`src/rtl/assert_macros.svh`:
```
// Assertion macros shared by the RTL. All are sampled on the rising edge of aclk.
`ifndef ASSERT_MACROS_SVH
`define ASSERT_MACROS_SVH

// Checked only while the block is out of reset.
`define ASSERT_ON_CLK(label, prop, msg) \
    label: assert property (@(posedge aclk) disable iff (!aresetn) prop) else $error(msg);

// Checked at every edge, reset included.
`define ASSERT_ALWAYS(label, prop, msg) \
    label: assert property (@(posedge aclk) prop) else $error(msg);

`endif

```
`src/rtl/sru_pkg.sv`:
```
package sru_pkg;

    localparam int RADICAND_W = 32;
    localparam int ROOT_W     = 24;

    // Control that travels alongside each beat through the cell chain.
    typedef struct packed {
        logic valid;
        logic invalid;
    } sru_ctl_t;

endpackage

```
`src/rtl/sru_cell.sv`:
```
module sru_cell
    import sru_pkg::*;
#(
    parameter int ROOT_BITS = 24,
    parameter int RAD_W     = 48
) (
    input  logic                 aclk,
    input  logic                 aresetn,
    input  logic                 en,
    input  sru_ctl_t             ctl_in,
    input  logic [RAD_W-1:0]     rad_in,
    input  logic [ROOT_BITS+1:0] rem_in,
    input  logic [ROOT_BITS-1:0] q_in,
    output sru_ctl_t             ctl_out,
    output logic [RAD_W-1:0]     rad_out,
    output logic [ROOT_BITS+1:0] rem_out,
    output logic [ROOT_BITS-1:0] q_out
);

    sru_ctl_t             ctl_reg;
    logic [RAD_W-1:0]     rad_reg, rad_next;
    logic [ROOT_BITS+1:0] rem_reg, rem_next;
    logic [ROOT_BITS-1:0] q_reg, q_next;

    logic [ROOT_BITS+1:0] rem_shift;
    logic [ROOT_BITS+1:0] trial;
    logic [ROOT_BITS+2:0] diff;
    logic                 fits;

    // One restoring step: bring down the next two radicand bits and try
    // the trial divisor 4q+1.
    always_comb begin
        rem_shift = {rem_in[ROOT_BITS-1:0], rad_in[RAD_W-1 -: 2]};
        trial     = {q_in, 2'b01};
        diff      = {1'b0, rem_shift} - {1'b0, trial};
        fits      = !diff[ROOT_BITS+2];
        rem_next  = fits ? diff[ROOT_BITS+1:0] : rem_shift;
        q_next    = {q_in[ROOT_BITS-2:0], fits};
        rad_next  = rad_in << 2;
    end

    always_ff @(posedge aclk) begin
        if (!aresetn) begin
            ctl_reg <= '0;
        end else if (en) begin
            ctl_reg <= ctl_in;
        end
    end

    always_ff @(posedge aclk) begin
        if (en) begin
            rad_reg <= rad_next;
            rem_reg <= rem_next;
            q_reg   <= q_next;
        end
    end

    assign ctl_out = ctl_reg;
    assign rad_out = rad_reg;
    assign rem_out = rem_reg;
    assign q_out   = q_reg;

endmodule

```
`src/rtl/square_root_unit.sv`:
```
// Square root unit: floor(sqrt(x)) for a signed fixed-point radicand.
// Input channel s_*: one radicand beat in signed Q(31-FRAC_BITS).FRAC_BITS.
// Output channel m_*: one result beat per input beat, in input order; m_root
// is unsigned Q.FRAC_BITS, m_invalid flags a negative radicand (root then 0).
// The datapath is a chain of (31+FRAC_BITS+1)/2 identical cells, 24 at the
// default FRAC_BITS of 16. Each cell resolves one root bit with one add and
// compare of about 26 bits and registers its result.
// Each cell's register is a pipeline stage; a beat passes through the
// registers of all the cells in order before it reaches the output.
// Throughput: one beat per cycle while the output is not stalled; the last
// cell's register is the output register, so a new radicand enters while
// earlier ones are still in flight. Stall: while m_valid is high and m_ready
// is low the whole chain holds and s_ready drops; nothing is lost or repeated,
// and the chain moves on once the output beat is taken.
// Reset: aresetn (synchronous, active low) empties the chain; items in
// flight are dropped and m_valid is low on the first cycle after reset.
module square_root_unit
    import sru_pkg::*;
#(
    parameter int FRAC_BITS = 16
) (
    input  logic                         aclk,
    input  logic                         aresetn,
    input  logic                         s_valid,
    output logic                         s_ready,
    input  logic signed [RADICAND_W-1:0] s_radicand,
    output logic                         m_valid,
    input  logic                         m_ready,
    output logic        [ROOT_W-1:0]     m_root,
    output logic                         m_invalid
);

    localparam int VAL_W     = RADICAND_W - 1 + FRAC_BITS;
    localparam int ROOT_BITS = (VAL_W + 1) / 2;
    localparam int RAD_W     = 2 * ROOT_BITS;

    sru_ctl_t             ctl [0:ROOT_BITS];
    logic [RAD_W-1:0]     rad [0:ROOT_BITS];
    logic [ROOT_BITS+1:0] rem [0:ROOT_BITS];
    logic [ROOT_BITS-1:0] q   [0:ROOT_BITS];

    logic advance;
    logic negative;

    assign advance  = !ctl[ROOT_BITS].valid || m_ready;
    assign s_ready  = advance;
    assign negative = s_radicand[RADICAND_W-1];

    always_comb begin
        ctl[0].valid   = s_valid;
        ctl[0].invalid = negative;
        // A negative radicand runs through as zero, which yields a zero root.
        rad[0] = negative ? '0 : (RAD_W'(s_radicand[RADICAND_W-2:0]) << FRAC_BITS);
        rem[0] = '0;
        q[0]   = '0;
    end

    for (genvar i = 0; i < ROOT_BITS; i++) begin : g_cell
        sru_cell #(
            .ROOT_BITS(ROOT_BITS),
            .RAD_W    (RAD_W)
        ) u_cell (
            .aclk   (aclk),
            .aresetn(aresetn),
            .en     (advance),
            .ctl_in (ctl[i]),
            .rad_in (rad[i]),
            .rem_in (rem[i]),
            .q_in   (q[i]),
            .ctl_out(ctl[i+1]),
            .rad_out(rad[i+1]),
            .rem_out(rem[i+1]),
            .q_out  (q[i+1])
        );
    end

    assign m_valid   = ctl[ROOT_BITS].valid;
    assign m_invalid = ctl[ROOT_BITS].invalid;
    assign m_root    = ROOT_W'(q[ROOT_BITS]);

`include "assert_macros.svh"

    `ASSERT_ON_CLK(a_invalid_zero_root, m_valid && m_invalid |-> q[ROOT_BITS] == '0, "invalid beat with nonzero root")
    `ASSERT_ON_CLK(a_floor_root, m_valid |-> rem[ROOT_BITS] <= {1'b0, q[ROOT_BITS], 1'b0}, "final remainder exceeds 2*root")
    `ASSERT_ALWAYS(a_reset_empties, !aresetn |=> !m_valid, "output valid right after reset")

endmodule

```
`config.mk`:
```
export PLATFORM = sky130hd
export DESIGN_NAME = square_root_unit
export DESIGN_NICKNAME = d
export VERILOG_FILES = /design/src/rtl/sru_pkg.sv /design/src/rtl/sru_cell.sv /design/src/rtl/square_root_unit.sv
export VERILOG_INCLUDE_DIRS = /design/src /design/src/rtl
export SDC_FILE = /design/constraint.sdc
export NUM_CORES = 2
export LEC_CHECK = 0
export ABC_CLOCK_PERIOD_IN_PS = 124300
export BUFFER_PORTS_ARGS = -buffer_cell sky130_fd_sc_hd__clkbuf_2
export CORE_MARGIN = 2
export CORE_UTILIZATION = 28
export CTS_CLUSTER_SIZE = 8
export DETAILED_ROUTE_END_ITERATION = 8
export GPL_TIMING_DRIVEN = 0
export PLACE_DENSITY = 0.49
export SLEW_MARGIN = 20
export SYNTH_ARGS = -nofsm -noshare
export SYNTH_HDL_FRONTEND = slang
export SYNTH_HIERARCHICAL = 1
export SYNTH_SLANG_ARGS = --single-unit
```
`constraint.sdc`:
```
create_clock -name aclk -period 124.3 [get_ports aclk]
set_input_delay 24.86 -clock aclk [delete_from_list [all_inputs] [get_ports aclk]]
set_output_delay 24.86 -clock aclk [all_outputs]
set_load 0.02 [all_outputs]
```
# [Yosys cells after proc, flatten, opt, wreduce, memory -nomap -nowiden]
# Index checks and enable logic that the tools add are counted.
[classes] muxes=24 reduce_logical=26 n_addsub=24
[op_table] operator="24-bit 2-to-1 mux" count=22
[op_table] operator="47-bit 2-to-1 mux" count=1
[op_table] operator="26-bit by 10-bit subtractor with 27-bit output" count=1
[op_table] operator="26-bit by 11-bit subtractor with 27-bit output" count=1
[op_table] operator="26-bit by 12-bit subtractor with 27-bit output" count=1
[op_table] operator="26-bit by 13-bit subtractor with 27-bit output" count=1
[op_table] operator="26-bit by 14-bit subtractor with 27-bit output" count=1
[op_table] operator="26-bit by 15-bit subtractor with 27-bit output" count=1
[op_table] operator="26-bit by 16-bit subtractor with 27-bit output" count=1
[op_table] operator="26-bit by 17-bit subtractor with 27-bit output" count=1
[op_table] operator="26-bit by 18-bit subtractor with 27-bit output" count=1
[op_table] operator="26-bit by 19-bit subtractor with 27-bit output" count=1
[op_table] operator="26-bit by 20-bit subtractor with 27-bit output" count=1
[op_table] operator="26-bit by 21-bit subtractor with 27-bit output" count=1
[op_table] operator="26-bit by 22-bit subtractor with 27-bit output" count=1
[op_table] operator="26-bit by 23-bit subtractor with 27-bit output" count=1
[op_table] operator="26-bit by 24-bit subtractor with 27-bit output" count=1
[op_table] operator="26-bit by 25-bit subtractor with 27-bit output" count=1
[op_table] operator="26-bit by 3-bit subtractor with 27-bit output" count=1
[op_table] operator="26-bit by 4-bit subtractor with 27-bit output" count=1
[op_table] operator="26-bit by 5-bit subtractor with 27-bit output" count=1
[op_table] operator="26-bit by 6-bit subtractor with 27-bit output" count=1
[op_table] operator="26-bit by 7-bit subtractor with 27-bit output" count=1
[op_table] operator="26-bit by 8-bit subtractor with 27-bit output" count=1
[op_table] operator="other kinds (5)" count=29
[totals] register_bits=1431 in_bits=36 wordCells=194

# [Logic depth before layout (Yosys ltp)]
[depth] word_depth=3 ltp_mapped=13 depth_no_buf=11

# [By module]
# Netlist, hierarchy kept.
[by_module_without_submodules] module="sru_cell at g_cell[1].u_cell ..." seq_area_each_um2=2922.8 cells_each=378 area_per_inst_um2=4969.8 instances=13
[by_module_without_submodules] module="sru_cell at g_cell[0].u_cell ..." seq_area_each_um2=2922.8 cells_each=360 area_per_inst_um2=4807.1 instances=10
[by_module_without_submodules] module="sru_cell at g_cell[19].u_cell" seq_area_each_um2=2922.8 cells_each=377 area_per_inst_um2=4690.7 instances=1
[by_module_without_submodules] module="square_root_unit" seq_area_each_um2=0.0 cells_each=36 area_per_inst_um2=237.7 instances=1

# [Least setup slack after synthesis]
# OpenSTA, ideal clock, no wires.
[synth_timing] path_type="input port to output port" startpoint="input m_ready" endpoint="output s_ready" path_stages=1 slack_ns=18.128 path_buffers=0 t_arrival_ns=81.312 path_cell_list="nand2b_1"
[synth_via] elab_chain_cells=1
[synth_rtl] item="start, declared" line_no="square_root_unit.sv:28" rtl="input logic m_ready,"
[synth_rtl] item="1-bit logical OR" line_no="square_root_unit.sv:45" rtl="assign advance = !ctl[ROOT_BITS].valid || m_ready;"
[synth_rtl] item="end, declared" line_no="square_root_unit.sv:25" rtl="output logic s_ready,"
# No other way between the ends.

# [Worst setup path in the final report]
# Same ends and word-level chain as after synthesis.

==> run_results.csv <==
group,metric,value,unit
finish,final_cells,12500,
floorplanning,dieArea,341000,µm²
cts,cts-hold-fix-buffers,0,
power_and_ir_drop,intPower,0.00201,W
cts,tritoncts,"done",
logic_synthesis,synthCells,7623,
timing,hold_viol_final,0,
worst_setup_path,rrSetupSlack,120.53,ns
logic_synthesis,synthesis.area,94100,µm²
grt,grt_antenna_before_repair,7,
cts,htreeDepth,4,
run,maxCapViolations,0,
finish,drive_above_1_share,15.2,%
detailed_routing,dr.pass1.iters,5,
detailed_routing,num_vias,57900,
cts,clkLatencyLatePin,0.93,ns
cts,cts_buffer_depth,4,
detailed_routing,ant_nets,0,
cts,numCtsBuffers,242,
floorplanning,core_area,334000,µm²
cts,cts_resized,0,
power_and_ir_drop,leakagePower,44.4,nW
grt,track_usage,12.0,%
place,numPortBuffers,62,
power_and_ir_drop,clkPwrFrac,17.9,%
power_and_ir_drop,switching_share,38.6,%
power_and_ir_drop,finalPower,0.00328,W
hold_path,hold_start,"g_cell[8].u_cell/rad_out[32]",
power_and_ir_drop,ir_worst_vdd,16.8,µV
worst_setup_path,crit_top_cell,"buf_16",
detailed_routing,vias_per_cell,4.62,
floorplanning,die_h,584,µm
floorplanning,pin_count,63,
worst_setup_path,cp-start-kind,"primary input",
floorplanning,initial_core_util,28.2,%
detailed_routing,wl,208,mm
floorplanning,rows,212,
worst_setup_path,crit_buf_inv,6,
detailed_routing,drt-initial-drc-count,3582,
logic_synthesis,yosysWarnings,6,
detailed_routing,post_drt_wl_per_cell,16.6,µm
worst_setup_path,criticalPathCategory,"primary input to primary output",
logic_synthesis,avgSynthCellArea,12.3,µm²
hold_path,hp-class,"flop to flop",
worst_setup_path,arrival,26.75,ns
finish,syn_to_final_growth,14.5,%
timing,max_slew.worst_pin.slew,1.08,ns
cts,post-cts-setup-buffers,0,
run_status,outcome,"complete, no violations",
worst_setup_path,r2r-start,"g_cell[16].u_cell/q_out[0]",
worst_setup_path,crit_path_end_kind,"primary output",
place,hpwl,158,mm
power_and_ir_drop,pwr-share-seq,30.0,%
worst_setup_path,slowest_stage,"nand2b_4",
timing,fin_skew,0.109,ns
cts,clock-root-buffer,"clkbuf_16",
timing,period_needed,51.61,ns
timing,tns,0,ns
worst_setup_path,crit_family,"buffers and inverters",
cts,cts_sinks,1728,
timing,final-max-slew-violation-count,0,
finish,final_nets,8711,
power_and_ir_drop,p_per_area,30.4,nW/µm²
timing,fin_crit_sh,41.5,%
worst_setup_path,required,99.44,ns
timing,finalSetupViolations,0,
worst_setup_path,worstPathCellList,"clkbuf_2 -> nand2b_4 -> buf_16 -> buf_16 -> buf_16 -> buf_16 -> clkbuf_2",
worst_setup_path,worstSetupStartpoint,"m_ready",
timing,worst_hold_slack,0.336,ns
finish,fill_cells,33100,
place,finalWeightedCongestion,0.891,
grt,gr-total-overflow,0,
floorplanning,die_x,584,µm
grt,grt_pass1_vias,58600,
grt,grt_pass1_wl,329,mm
detailed_routing,drc_errors,0,
worst_setup_path,slowest_delay,0.33,ns
timing,slew_headroom,27.2,%
cts,cts.clk_slew.worst_paths,0.05,ns
power_and_ir_drop,netSwitchingPower,0.00127,W
worst_setup_path,cp_max_fo,53,
timing,max_freq,0.0194,GHz
place,place_inst,12200,
grt,grt_max_degree,61,
timing,rsz0062_at_grt,"no",
power_and_ir_drop,comb_power_share,52.1,%
[power by group through the flow]
stage,clock network [W],logic (W),registers (W)
2_1_floorplan,0,0.00136,0.000940
5_1_grt,0.000634,0.00189,0.00100
3_3_place_gp,0,0.00169,0.000999
4_1_cts,0.000613,0.00171,0.000990
3_5_place_dp,0,0.00170,0.00100
6_report,0.000586,0.00171,0.000984
[sequential cells by signal (all words and copies together), names as in the netlist]
signal,count
g_cell.u_cell/q_out,576
g_cell.u_cell/rad_out,552
g_cell.u_cell/ctl_out,48
g_cell.u_cell/rem_out,552
[layer usage]
layer / share of wire (%) / global-route usage [%] / vias to the layer above
met1: 45 / 15.3 / 27800
met3: 3.7 / 1.71 / 340
li1: - / - / 28800
met4: 3.0 / 3.92 / 0
met2: 48 / 20.8 / 930
met5: 0 / 0 / -
[layout by cell type, fill, tap and decap left out, types with 121 or more instances in the layout]
cell,n
inv_1,733
xor2_1,150
o21ai_0,326
clkbuf_16,246
nand3_1,138
a21o_1,174
nand4_1,126
nand2_1,483
clkbuf_1,146
xnor2_1,286
mux2_2,121
nor3_1,151
a21oi_1,447
edfxtp_1,1680
ha_1,600
nor2_1,425
mux2_4,352
[layout make-up]
class	count	area, µm²	share of cell area, %
timing repair buffer	97	1210	1.13
clock buffer	289	6320	5.86
multi-input combinational	4978	38700	36.0
sequential	1728	51400	47.7
tap	4387	5490	5.09
inverter	733	2750	2.55
antenna	1	2.50	0.00232
buffer	295	1650	1.53
clock inverter	14	168	0.156
[through the flow]
step	worst slack (ns)	area (µm²)	util (%)
after CTS	72.63	108000	32.3
final	72.69	108000	32.3
after detailed placement	72.63	101000	30.3
after global routing	72.51	108000	32.3
after global placement	11.31	100000	30.0
after floorplan	32.93	94600	-
[path summary, 6_finish.rpt]
path              cells past startpoint                       endpoint
setup / recovery                      7                        s_ready
hold / removal                        0   g_cell[9].u_cell/rad_out[34]
setup reg to reg                     11  g_cell[17].u_cell/rem_out[19]
hold reg to reg                       0   g_cell[9].u_cell/rad_out[34]
Power figures use the tool's default switching activity.
